**config.mk**
```make
export PLATFORM = sky130hd
export DESIGN_NAME = shg_divider
export DESIGN_NICKNAME = d
export VERILOG_FILES = /design/src/rtl/shg_pkg.sv /design/src/rtl/shg_divider.sv
export SDC_FILE = /design/constraint.sdc
export NUM_CORES = 1
export LEC_CHECK = 0
export ABC_CLOCK_PERIOD_IN_PS = 2400
export BUFFER_PORTS_ARGS = -buffer_cell sky130_fd_sc_hd__buf_2
export CAP_MARGIN = 20
export CORE_MARGIN = 10
export CORE_UTILIZATION = 45
export DETAILED_ROUTE_END_ITERATION = 8
export PLACE_DENSITY = 0.83
export SYNTH_ARGS = -nofsm -noshare
export SYNTH_HDL_FRONTEND = slang
export SYNTH_SLANG_ARGS = --single-unit
```
**constraint.sdc**
```tcl
create_clock -name clk -period 2.4 [get_ports clk]
set_input_delay 0.12 -clock clk [delete_from_list [all_inputs] [get_ports clk]]
set_output_delay 0.12 -clock clk [all_outputs]
set_load 0.01 [all_outputs]
```
**src/rtl/shg_pkg.sv**
```systemverilog
// shared types, constants and constant tables for the scrambled halton generator
// no dependencies
package shg_pkg;

  localparam int MaxDimensions = 360;
  localparam int DigitCount    = 32;
  localparam int FractionBits  = 40;
  localparam int TableDims     = 360;

  localparam int DimW   = 9;
  localparam int IndexW = 32;
  localparam int PosW   = 5;
  localparam int BaseW  = 12;
  localparam int CoordW = 32;

  localparam logic OP_GENERATE = 1'b0;
  localparam logic OP_LOAD     = 1'b1;

  typedef struct packed {
    logic              opcode;
    logic [DimW-1:0]   dimension;
    logic [IndexW-1:0] point_index;
    logic [PosW-1:0]   digit_position;
    logic [BaseW-1:0]  shift_digit;
  } in_req_t;

  typedef struct packed {
    logic [CoordW-1:0] coordinate;
    logic [DimW-1:0]   dimension_echo;
  } out_res_t;

  localparam logic [BaseW-1:0] BASE_TABLE [TableDims] = '{
    12'd2,12'd3,12'd5,12'd7,12'd11,12'd13,12'd17,12'd19,12'd23,12'd29,12'd31,12'd37,
    12'd41,12'd43,12'd47,12'd53,12'd59,12'd61,12'd67,12'd71,12'd73,12'd79,12'd83,12'd89,
    12'd97,12'd101,12'd103,12'd107,12'd109,12'd113,12'd127,12'd131,12'd137,12'd139,
    12'd149,12'd151,12'd157,12'd163,12'd167,12'd173,12'd179,12'd181,12'd191,12'd193,
    12'd197,12'd199,12'd211,12'd223,12'd227,12'd229,12'd233,12'd239,12'd241,12'd251,
    12'd257,12'd263,12'd269,12'd271,12'd277,12'd281,12'd283,12'd293,12'd307,12'd311,
    12'd313,12'd317,12'd331,12'd337,12'd347,12'd349,12'd353,12'd359,12'd367,12'd373,
    12'd379,12'd383,12'd389,12'd397,12'd401,12'd409,12'd419,12'd421,12'd431,12'd433,
    12'd439,12'd443,12'd449,12'd457,12'd461,12'd463,12'd467,12'd479,12'd487,12'd491,
    12'd499,12'd503,12'd509,12'd521,12'd523,12'd541,12'd547,12'd557,12'd563,12'd569,
    12'd571,12'd577,12'd587,12'd593,12'd599,12'd601,12'd607,12'd613,12'd617,12'd619,
    12'd631,12'd641,12'd643,12'd647,12'd653,12'd659,12'd661,12'd673,12'd677,12'd683,
    12'd691,12'd701,12'd709,12'd719,12'd727,12'd733,12'd739,12'd743,12'd751,12'd757,
    12'd761,12'd769,12'd773,12'd787,12'd797,12'd809,12'd811,12'd821,12'd823,12'd827,
    12'd829,12'd839,12'd853,12'd857,12'd859,12'd863,12'd877,12'd881,12'd883,12'd887,
    12'd907,12'd911,12'd919,12'd929,12'd937,12'd941,12'd947,12'd953,12'd967,12'd971,
    12'd977,12'd983,12'd991,12'd997,12'd1009,12'd1013,12'd1019,12'd1021,12'd1031,
    12'd1033,12'd1039,12'd1049,12'd1051,12'd1061,12'd1063,12'd1069,12'd1087,12'd1091,
    12'd1093,12'd1097,12'd1103,12'd1109,12'd1117,12'd1123,12'd1129,12'd1151,12'd1153,
    12'd1163,12'd1171,12'd1181,12'd1187,12'd1193,12'd1201,12'd1213,12'd1217,12'd1223,
    12'd1229,12'd1231,12'd1237,12'd1249,12'd1259,12'd1277,12'd1279,12'd1283,12'd1289,
    12'd1291,12'd1297,12'd1301,12'd1303,12'd1307,12'd1319,12'd1321,12'd1327,12'd1361,
    12'd1367,12'd1373,12'd1381,12'd1399,12'd1409,12'd1423,12'd1427,12'd1429,12'd1433,
    12'd1439,12'd1447,12'd1451,12'd1453,12'd1459,12'd1471,12'd1481,12'd1483,12'd1487,
    12'd1489,12'd1493,12'd1499,12'd1511,12'd1523,12'd1531,12'd1543,12'd1549,12'd1553,
    12'd1559,12'd1567,12'd1571,12'd1579,12'd1583,12'd1597,12'd1601,12'd1607,12'd1609,
    12'd1613,12'd1619,12'd1621,12'd1627,12'd1637,12'd1657,12'd1663,12'd1667,12'd1669,
    12'd1693,12'd1697,12'd1699,12'd1709,12'd1721,12'd1723,12'd1733,12'd1741,12'd1747,
    12'd1753,12'd1759,12'd1777,12'd1783,12'd1787,12'd1789,12'd1801,12'd1811,12'd1823,
    12'd1831,12'd1847,12'd1861,12'd1867,12'd1871,12'd1873,12'd1877,12'd1879,12'd1889,
    12'd1901,12'd1907,12'd1913,12'd1931,12'd1933,12'd1949,12'd1951,12'd1973,12'd1979,
    12'd1987,12'd1993,12'd1997,12'd1999,12'd2003,12'd2011,12'd2017,12'd2027,12'd2029,
    12'd2039,12'd2053,12'd2063,12'd2069,12'd2081,12'd2083,12'd2087,12'd2089,12'd2099,
    12'd2111,12'd2113,12'd2129,12'd2131,12'd2137,12'd2141,12'd2143,12'd2153,12'd2161,
    12'd2179,12'd2203,12'd2207,12'd2213,12'd2221,12'd2237,12'd2239,12'd2243,12'd2251,
    12'd2267,12'd2269,12'd2273,12'd2281,12'd2287,12'd2293,12'd2297,12'd2309,12'd2311,
    12'd2333,12'd2339,12'd2341,12'd2347,12'd2351,12'd2357,12'd2371,12'd2377,12'd2381,
    12'd2383,12'd2389,12'd2393,12'd2399,12'd2411,12'd2417,12'd2423
  };

  localparam logic [BaseW-1:0] FACTOR_TABLE [TableDims] = '{
    12'd1,12'd1,12'd3,12'd3,12'd4,12'd9,12'd7,12'd5,12'd9,12'd18,12'd18,12'd8,12'd13,
    12'd31,12'd9,12'd19,12'd36,12'd33,12'd21,12'd44,12'd43,12'd61,12'd60,12'd56,12'd26,
    12'd71,12'd32,12'd77,12'd26,12'd95,12'd92,12'd47,12'd29,12'd61,12'd57,12'd69,
    12'd115,12'd63,12'd92,12'd31,12'd104,12'd126,12'd50,12'd80,12'd55,12'd152,12'd114,
    12'd80,12'd83,12'd97,12'd95,12'd150,12'd148,12'd55,12'd80,12'd192,12'd71,12'd76,
    12'd82,12'd109,12'd105,12'd173,12'd58,12'd143,12'd56,12'd177,12'd203,12'd239,
    12'd196,12'd143,12'd278,12'd227,12'd87,12'd274,12'd264,12'd84,12'd226,12'd163,
    12'd231,12'd177,12'd95,12'd116,12'd165,12'd131,12'd156,12'd105,12'd188,12'd142,
    12'd105,12'd125,12'd269,12'd292,12'd215,12'd182,12'd294,12'd152,12'd148,12'd144,
    12'd382,12'd194,12'd346,12'd323,12'd220,12'd174,12'd133,12'd324,12'd215,12'd246,
    12'd159,12'd337,12'd254,12'd423,12'd484,12'd239,12'd440,12'd362,12'd464,12'd376,
    12'd398,12'd174,12'd149,12'd418,12'd306,12'd282,12'd434,12'd196,12'd458,12'd313,
    12'd512,12'd450,12'd161,12'd315,12'd441,12'd549,12'd555,12'd431,12'd295,12'd557,
    12'd172,12'd343,12'd472,12'd604,12'd297,12'd524,12'd251,12'd514,12'd385,12'd531,
    12'd663,12'd674,12'd255,12'd519,12'd324,12'd391,12'd394,12'd533,12'd253,12'd717,
    12'd651,12'd399,12'd596,12'd676,12'd425,12'd261,12'd404,12'd691,12'd604,12'd274,
    12'd627,12'd777,12'd269,12'd217,12'd599,12'd447,12'd581,12'd640,12'd666,12'd595,
    12'd669,12'd686,12'd305,12'd460,12'd599,12'd335,12'd258,12'd649,12'd771,12'd619,
    12'd666,12'd669,12'd707,12'd737,12'd854,12'd925,12'd818,12'd424,12'd493,12'd463,
    12'd535,12'd782,12'd476,12'd451,12'd520,12'd886,12'd340,12'd793,12'd390,12'd381,
    12'd274,12'd500,12'd581,12'd345,12'd363,12'd1024,12'd514,12'd773,12'd932,12'd556,
    12'd954,12'd793,12'd294,12'd863,12'd393,12'd827,12'd527,12'd1007,12'd622,12'd549,
    12'd613,12'd799,12'd408,12'd856,12'd601,12'd1072,12'd938,12'd322,12'd1142,12'd873,
    12'd629,12'd1071,12'd1063,12'd1205,12'd596,12'd973,12'd984,12'd875,12'd918,12'd1133,
    12'd1223,12'd933,12'd1110,12'd1228,12'd1017,12'd701,12'd480,12'd678,12'd1172,
    12'd689,12'd1138,12'd1022,12'd682,12'd613,12'd635,12'd984,12'd526,12'd1311,12'd459,
    12'd1348,12'd477,12'd716,12'd1075,12'd682,12'd1245,12'd401,12'd774,12'd1026,12'd499,
    12'd1314,12'd743,12'd693,12'd1282,12'd1003,12'd1181,12'd1079,12'd765,12'd815,
    12'd1350,12'd1144,12'd1449,12'd718,12'd805,12'd1203,12'd1173,12'd737,12'd562,
    12'd579,12'd701,12'd1104,12'd1105,12'd1379,12'd827,12'd1256,12'd759,12'd540,
    12'd1284,12'd1188,12'd776,12'd853,12'd1140,12'd445,12'd1265,12'd802,12'd932,12'd632,
    12'd1504,12'd856,12'd1229,12'd1619,12'd774,12'd1229,12'd1300,12'd1563,12'd1551,
    12'd1265,12'd905,12'd1333,12'd493,12'd913,12'd1397,12'd1250,12'd612,12'd1251,
    12'd1765,12'd1303,12'd595,12'd981,12'd671,12'd1403,12'd820,12'd1404,12'd1661,
    12'd973,12'd1340,12'd1015,12'd1649,12'd855,12'd1834,12'd1621,12'd1704,12'd893,
    12'd1033,12'd721,12'd1737,12'd1507,12'd1851,12'd1006,12'd994,12'd923,12'd872,
    12'd1860
  };

endpackage

```
**src/rtl/shg_divider.sv**
```systemverilog
// shared restoring divider: (hi * 2^W + lo) / base, one quotient bit per cycle
// hi < base; depends on shg_pkg
module shg_divider #(
  parameter int W = 40
) (
  input  logic                     clk,
  input  logic                     rst_n,
  input  logic                     start,
  input  logic [shg_pkg::BaseW-1:0] base,
  input  logic [shg_pkg::BaseW-1:0] hi,
  input  logic [W-1:0]             lo,
  output logic                     done,
  output logic [W-1:0]             quotient,
  output logic [shg_pkg::BaseW-1:0] remainder
);
  import shg_pkg::*;

  localparam int CntW = $clog2(W + 1);

  logic [BaseW-1:0] rem_r, rem_nxt;
  logic [W-1:0]     shf_r, shf_nxt;
  logic [CntW-1:0]  cnt_r, cnt_nxt;
  logic             busy_r, busy_nxt;
  logic             done_r, done_nxt;
  logic [BaseW:0]   trial;

  always_comb begin
    rem_nxt  = rem_r;
    shf_nxt  = shf_r;
    cnt_nxt  = cnt_r;
    busy_nxt = busy_r;
    done_nxt = 1'b0;
    trial    = {rem_r, shf_r[W-1]};
    if (start) begin
      rem_nxt  = hi;
      shf_nxt  = lo;
      cnt_nxt  = CntW'(W);
      busy_nxt = 1'b1;
    end else if (busy_r) begin
      // quotient bits shift in where dividend bits shift out
      if (trial >= {1'b0, base}) begin
        rem_nxt = BaseW'(trial - {1'b0, base});
        shf_nxt = {shf_r[W-2:0], 1'b1};
      end else begin
        rem_nxt = trial[BaseW-1:0];
        shf_nxt = {shf_r[W-2:0], 1'b0};
      end
      cnt_nxt = cnt_r - 1'b1;
      if (cnt_r == CntW'(1)) begin
        busy_nxt = 1'b0;
        done_nxt = 1'b1;
      end
    end
  end

  always_ff @(posedge clk) begin
    rem_r <= rem_nxt;
    shf_r <= shf_nxt;
    cnt_r <= cnt_nxt;
    if (!rst_n) begin
      busy_r <= 1'b0;
      done_r <= 1'b0;
    end else begin
      busy_r <= busy_nxt;
      done_r <= done_nxt;
    end
  end

  assign done      = done_r;
  assign quotient  = shf_r;
  assign remainder = rem_r;
endmodule

```
Word-level counts from Yosys, hierarchy flattened
Cells that the tools add are included.

storage, ports and cells
  register bits = 60
  input bits = 67
  output and inout bits = 53
  logic and storage cells = 23

cells by class
  $add $sub $neg = 2
  order comparisons = 1
  eq/ne operators = 1
  muxes and demuxes = 10
  bitwise gates (word level) = 2
  reductions and logical operators = 2

operators by type and width
  cell                                                 number
  2-to-1 mux 40 bit                                    2
  2-to-1 mux 12 bit                                    3
  >= comparator 13 x 12 -> 1 bit                       1
  subtractor 12 bit                                    1
  equality test 6 x 1 -> 1 bit, second input constant  1
  subtractor 6 x 1 -> 6 bit, second input constant     1
  2-to-1 mux 1 bit                                     5
  OR reduction 3 bit                                   1
  NOT 1 bit                                            2
  nonzero test 2 bit                                   1

Logic depth before layout (Yosys ltp)
Gate-level depths: netlist (run 1).

  depth in word-level cells = 4
  depth in mapped cells = 10
  mapped depth without buffers = 10

Worst setup path before layout (run 1)
No wires, ideal clock.

  path kind = register to register
  start = register rem_r[7] (netlist: remainder[7])
  end = register rem_r[10] (netlist: remainder[10]) (data pin)
  setup time = 0.260 ns
  data arrival time = 2.200 ns
  data required time = 2.140 ns
  setup slack = -0.060 ns
  stages on the path, launching flop included = 9
  buffers on the path = 1
  clock period less this slack = 2.460 ns
  cell sequence = edfxtp_1 ha_1 a21oi_4 o21a_2 o21ai_1 a221o_1 buf_6 mux2_4 mux2_2

on the way
  cells in the longest elaborated chain, start to end = 4
  elaborated cells on any way between the ends = 5
  classes of those cells = 1 x add/sub; 1 x order compare; 3 x mux

RTL lines
  element                                                              line                                  source
  start, declared                                                      shg_divider.sv:20                     logic [BaseW-1:0] rem_r, rem_nxt;
  start signal, assigned                                               shg_divider.sv:57                     rem_r <= rem_nxt;
  subtractor 12 bit or >= comparator 13 x 12 -> 1 bit (tied branches)  shg_divider.sv:42, shg_divider.sv:41
  2-to-1 mux 12 bit (*)                                                shg_divider.sv:41                     if (trial >= {1'b0, base}) begin
  2-to-1 mux 12 bit (*)                                                shg_divider.sv:39                     end else if (busy_r) begin
  2-to-1 mux 12 bit (*)                                                shg_divider.sv:34                     if (start) begin
  net rem_nxt[10]                                                      shg_divider.sv:20

The timed path passes the listed nets; every way through them passes the cells marked *. The select of a mux whose other input is x is not followed.
A chain may end at the register's enable or synchronous reset.

Final worst setup path (run 1)
  start = register shf_r[39] (netlist: quotient[39])
  end = register rem_r[4] (netlist: remainder[4]) (data pin)

on the way
  cells in the longest elaborated chain, start to end = 4
  elaborated cells on any way between the ends = 5
  classes of those cells = 1 x add/sub; 1 x order compare; 3 x mux

RTL lines
  element                                                              line                                  source
  start, declared                                                      shg_divider.sv:21                     logic [W-1:0] shf_r, shf_nxt;
  start signal, assigned                                               shg_divider.sv:58                     shf_r <= shf_nxt;
  subtractor 12 bit or >= comparator 13 x 12 -> 1 bit (tied branches)  shg_divider.sv:42, shg_divider.sv:41
  2-to-1 mux 12 bit (*)                                                shg_divider.sv:41
  2-to-1 mux 12 bit (*)                                                shg_divider.sv:39
  2-to-1 mux 12 bit (*)                                                shg_divider.sv:34
  net rem_nxt[4]                                                       shg_divider.sv:20

Marked as above.

==> run_results.csv, run 1 <==
group,metric,value,unit
critical_path,worstRegToRegCells,8,
final_layout,fillers,592,
critical_path,start_kind,"flip-flop",
clocking,insertion_delay,0.33,ns
global_route,antenna_found_initial,0,
critical_path,required,2.49,ns
worst_hold_path,min-delay-start,"rst_n",
timing,max_freq,418,MHz
global_route,grt_pass1_vias,2706,
routing,postRouteAntennaNets,0,
critical_path,cp_common_cell,"mux2_4",
global_route,grt_max_degree,72,
synth,async_flop_share,0,%
global_route,grt_remaining_overflow,0,
synth,synth_cell_type_count,42,
pwr,seq_power_share,36.5,%
place,dp_worst_setup_slack,-0.0952,ns
routing,drc_errors,0,
critical_path,criticalPathCategory,"flip-flop to flip-flop",
synth,syn-num-nets,337,
synth,netlist.area_leader.share,47.7,%
place,portBuffers,119,
synth,syn_avg_cell_area,12.8,µm²
routing,post_drt_wl_per_cell,16.7,µm
final_layout,seqCellArea,1720,µm²
place,dpl_cell_area,4170,µm²
final_layout,final_area,4460,µm²
clocking,clock_path_buffers,2,
timing,fin_ws,0.00998,ns
worst_hold_path,min_path_type,"input pin to flip-flop",
critical_path,path_cells,"inv_2 > ha_4 > nor3b_2 > o21bai_1 > a31o_1 > a221o_2 > mux2_4 > mux2_4",
pwr,leakagePower,1.97,nW
pwr,p_sw,1.14,mW
final_layout,final_net_count,483,
clocking,ctsHoldBuffers,0,
place,hpwlAfterDp,6440,µm
routing,dr_wl_met2,4330,µm
critical_path,rrSetupSlack,0.01,ns
die,die_area,11100,µm²
synth,post-synth-top-count-cell,"edfxtp_1",
final_layout,diodes,0,
clocking,numCtsBuffers,9,
routing,route.layer.met1.wl,3370,µm
timing,hold_viol_final,0,
synth,synth-seq-cells,60,
critical_path,worst_path_largest_cell_delay,0.44,ns
die,ios,120,
pwr,power.density,872,nW/µm²
routing,wl,8430,µm
die,fp.dieW,105,µm
critical_path,critical_path_buf_inv_count,1,
critical_path,r2r_start,"quotient[39]",
die,initial_core_util,45.6,%
final_layout,drive_above_1_share,55.2,%
routing,top_layer_used,"met4",
routing,firstDrtPassIters,4,
synth,syn_area,3270,µm²
pwr,ir_drop,0.432,mV
clocking,cts_max_level,3,
final_layout,multi_input_area,1500,µm²
timing,tightest_slew,0.550,ns
pwr,switching_share,29.3,%
timing,post-route-period-util,99.6,%
place,routabilityCongestion,0.881,
clocking,cts.sinks,60,
critical_path,cpLargestDelayFamily,"compound AO/OA/AOI/OAI gates",
timing,finClkSkew,0.00880,ns
routing,vias,2568,
routing,viasPerCell,5.09,
routing,route.met3.wl,587,µm
timing,slew_violations,0,
clocking,cts_tree,"done",
die,core,7180,µm²
run,maxCapViolations,0,
critical_path,worstPathArrival,2.48,ns
synth,synth_area_leaders,"edfxtp_1 48%, mux2_2 15%, ha_1 5.4%",
clocking,clk_pin_slew_worst_paths,0.07,ns
synth,ys_top_cells_by_count,"52 x edfxtp_1, 44 x mux2_2, 16 x inv_1",
die,rows,31,
die,die_h,105,µm
synth,synth-seq-area-share,52.6,%
final_layout,area.growth.synth_to_final,36.2,%
critical_path,critical_path.max_fanout,8,
timing,grt_setup_unrepaired,"true",
timing,setup_violations,0,
global_route,grt_use_total,14.8,%
clocking,root_buffer,"clkbuf_8",
pwr,finalPower,3.89,mW
synth,synthCells,255,
routing,drtIter0Drc,110,
status,outcome,"finished clean",
synth,synth-edff-count,52,
pwr,internal-power,2.75,mW
critical_path,cp.depth,8,
timing,period_needed,2.39,ns
synth,synth.largest_area_cell,"edfxtp_1",
timing,max_slew_margin,63.3,%
critical_path,critPathCaptureType,"flip-flop",
synth,synthFlopType,"edfxtp_1",
pwr,clockPowerShare,28.1,%
global_route,grt_pass1_wl,13300,µm
worst_hold_path,hold_depth,3,
critical_path,cp_slowest_cell,"a221o_2",
synth,ys_warn_count,0,
critical_path,startpoint,"quotient[39]",
pwr,pwr-share-comb,35.4,%
-- power by group through the flow --
stage | registers [mW] | clock network, mW | logic [mW]
2_1_floorplan | 1.50 | 0 | 0.787
3_3_place_gp | 1.43 | 0 | 1.30
3_5_place_dp | 1.44 | 0 | 1.34
4_1_cts | 1.42 | 1.12 | 1.36
5_1_grt | 1.44 | 1.17 | 1.51
6_report | 1.42 | 1.09 | 1.38
-- layout make-up --
| type | count | area share (%) |
|---|---|---|
| multi-input cells | 168 | 33.7 |
| flip-flops and latches | 60 | 38.6 |
| clock inverters | 6 | 2.53 |
| repair buffers | 146 | 18.2 |
| well taps | 99 | 2.78 |
| inverters | 16 | 1.35 |
| clock buffers | 10 | 2.86 |
-- sequential cells by signal, indices dropped and copies added, names as in the netlist --
register and flops:
quotient 40, busy_r 1, done 1, remainder 12, cnt_r 6
-- worst min-delay path, stage by stage --
cell     delay, ns
buf_2         0.10
nand2_1       0.05
nor3_1        0.04
-- what timing repair did --
action,4_1_cts,5_1_grt
gates resized for setup,4,3
setup endpoints to repair,7,10
gates cloned,0,0
setup buffers,1,1
pin swaps,4,0
-- final timing paths --
check	to
worst max register to register	remainder[4]
worst max-delay path	remainder[4]
worst min register to register	cnt_r[1]
worst min-delay path	done
-- layout by cell type (no fill, tap or decap), types with 8 or more instances in the layout --
cell type,instances
buf_2,119
buf_4,26
clkbuf_8,9
dfxtp_1,8
edfxtp_1,52
ha_1,10
inv_1,15
mux2_2,43
nand2_1,9
nor2_1,15
-- routing by layer --
metal / GRT usage, % / vias up
met3: 5.60 / 12
li1: - / 1247
met5: 0 / -
met1: 16.6 / 1225
met4: 5.39 / 0
met2: 25.1 / 84
-- logic make-up (layout without fill, tap and decap cells) --
group,count (synthesis),in the layout,share of synthesized area [%]
DFF,60,60,52.6
AOI/OAI and AO/OA,36,36,8.26
xor gates and xnor gates,13,13,3.48
buffers and inverters,27,178,3.36
muxes,52,52,18.0
and+or+nand+nor,52,52,8.30
adders and majority gates,15,15,5.96
-- per-stage QoR --
stage	setup TNS [ns]	hold slack, ns	utilization [%]	std cells
5_1_grt	-0.593	0.0225	62.1	505
3_5_place_dp	-0.336	0.370	58.1	487
2_1_floorplan	-0.0142	0.247	-	255
3_3_place_gp	-0.137	0.350	58.1	487
6_report	0	0.0281	62.1	505
4_1_cts	0	0.00635	61.8	504
Note: power is estimated with default switching activity, not from simulation.
==> inputs of run 2 (changes only) <==
RECOVER_POWER = 25   (was not set)
==> run 2 against run 1 <==
Critical path depth unchanged. Highest routed layer unchanged. Design area is essentially flat. Sequential power about the same. Critical path type unchanged.
==> run_results.csv, run 2 (synthesis results as in run 1) <==
group,metric,value,unit
status,outcome,"finished clean",
critical_path,required,2.49,ns
run,maxCapViolations,0,
final_layout,area.growth.synth_to_final,36.2,%
final_layout,layout_commonest_cell,"buf_2",
final_layout,diodes,0,
pwr,power.density,873,nW/µm²
place,hpwlAfterDp,6440,µm
routing,postRouteAntennaNets,0,
critical_path,r2r_start,"quotient[39]",
clocking,numCtsBuffers,9,
clocking,clk_pin_slew_worst_paths,0.07,ns
global_route,grt_use_total,14.8,%
clocking,cts_tree,"done",
place,routabilityCongestion,0.881,
timing,slew_violations,0,
die,initial_core_util,45.6,%
worst_hold_path,hold_depth,3,
worst_hold_path,holdPathEnd,"done",
critical_path,critPathCaptureType,"flip-flop",
place,portBuffers,119,
timing,setup_violations,0,
die,fp.dieW,105,µm
die,core,7180,µm²
clocking,ctsHoldBuffers,0,
pwr,ir_drop,0.432,mV
clocking,clock_path_buffers,2,
pwr,finalPower,3.89,mW
critical_path,worstRegToRegCells,8,
critical_path,worstPathArrival,2.48,ns
final_layout,fillers,591,
critical_path,start_kind,"flip-flop",
clocking,insertion_delay,0.33,ns
critical_path,critical_path.max_fanout,8,
routing,drtIter0Drc,110,
timing,fin_ws,0.0102,ns
worst_hold_path,min_path_type,"input pin to flip-flop",
timing,max_slew_margin,64.0,%
global_route,grt_remaining_overflow,0,
timing,period_needed,2.39,ns
routing,wl,8420,µm
place,dp_worst_setup_slack,-0.0952,ns
critical_path,rr_endpoint,"remainder[4]",
pwr,leakagePower,1.96,nW
clocking,cts.sinks,60,
timing,post-route-period-util,99.6,%
global_route,antenna_found_initial,0,
die,die_h,105,µm
critical_path,criticalPathCategory,"flip-flop to flip-flop",
global_route,grt_max_degree,72,
global_route,grt_pass1_wl,13300,µm
die,rows,31,
global_route,grt_pass1_vias,2706,
clocking,cts_max_level,3,
worst_hold_path,min-delay-start,"rst_n",
clocking,root_buffer,"clkbuf_8",
routing,firstDrtPassIters,4,
routing,post_drt_wl_per_cell,16.7,µm
routing,viasPerCell,5.08,
routing,vias,2564,
die,die_area,11100,µm²
timing,grt_setup_unrepaired,"true",
routing,drc_errors,0,
timing,max_freq,418,MHz
final_layout,largest_register_ff_count,40,
critical_path,rrSetupSlack,0.01,ns
final_layout,final_net_count,483,
final_layout,layout_common_cells,"118 x buf_2, 52 x edfxtp_1, 43 x mux2_2, 26 x buf_4",
timing,tightest_slew,0.533,ns
timing,hold_viol_final,0,
final_layout,drive_above_1_share,54.9,%
die,ios,120,
timing,finClkSkew,0.00845,ns
[run 2: cell types whose count changed in the layout (fill, tap and decap cells not counted), sizes merged]
cell | before | now
clkbuf | 10 | 11
buf | 146 | 145
[run 2: timing repair]
item | 4_1_cts | 5_1_grt
setup buffers | 1 | 1
resized for setup | 4 | 3
pin swaps | 4 | 0
setup endpoints to repair | 7 | 10
gates cloned | 0 | 0
[run 2: where the power goes]
group	total, mW	internal [mW]	leakage [nW]	switching (mW)
Combinational	1.37	0.729	1.25	0.645
Sequential	1.42	1.33	0.590	0.0898
Clock	1.10	0.692	0.120	0.407
Total	3.89	2.75	1.96	1.14
[run 2: per-layer routing]
metal	vias up	track usage [%]	routed length, µm
li1	1244	-	-
met1	1225	16.6	3360
met2	83	25.1	4320
met3	12	5.60	593
met4	0	5.39	147
met5	-	0	0
[run 2: cell type report]
cell class	instances	area, µm²	share of cell area (%)
clock buffers	10	128	2.86
clock inverters	6	113	2.53
inverters	16	60.1	1.35
multi-input cells	168	1500	33.7
flip-flops and latches	60	1720	38.6
well taps	99	124	2.78
repair buffers	146	810	18.2
[run 2: per-stage QoR]
step / hold slack, ns / TNS [ns] / utilization [%] / cell area (µm²) / cells
floorplan: 0.247 / -0.0142 / - / 3300 / 255
global placement: 0.350 / -0.137 / 58.1 / 4170 / 487
detailed placement: 0.370 / -0.336 / 58.1 / 4170 / 487
CTS: 0.00635 / 0 / 61.8 / 4440 / 504
global route: 0.0225 / -0.593 / 62.1 / 4460 / 505
finish: 0.0233 / 0 / 62.1 / 4460 / 505
[run 2: worst max-delay path, stage by stage (launching register included)]
cell      delay, ns
edfxtp_1       0.40
inv_2          0.09
ha_4           0.20
nor3b_2        0.15
o21bai_1       0.08
a31o_1         0.21
a221o_2        0.44
mux2_4         0.33
mux2_4         0.26
[run 2: worst max path at each step]
stage / startpoint / end / cells past startpoint
detailed placement: quotient[39] / remainder[10] / 10
global placement: quotient[39] / remainder[10] / 8
CTS: quotient[39] / remainder[10] / 8
finish: quotient[39] / remainder[4] / 8
floorplan: remainder[0] / remainder[10] / 8
global route: quotient[39] / remainder[4] / 8
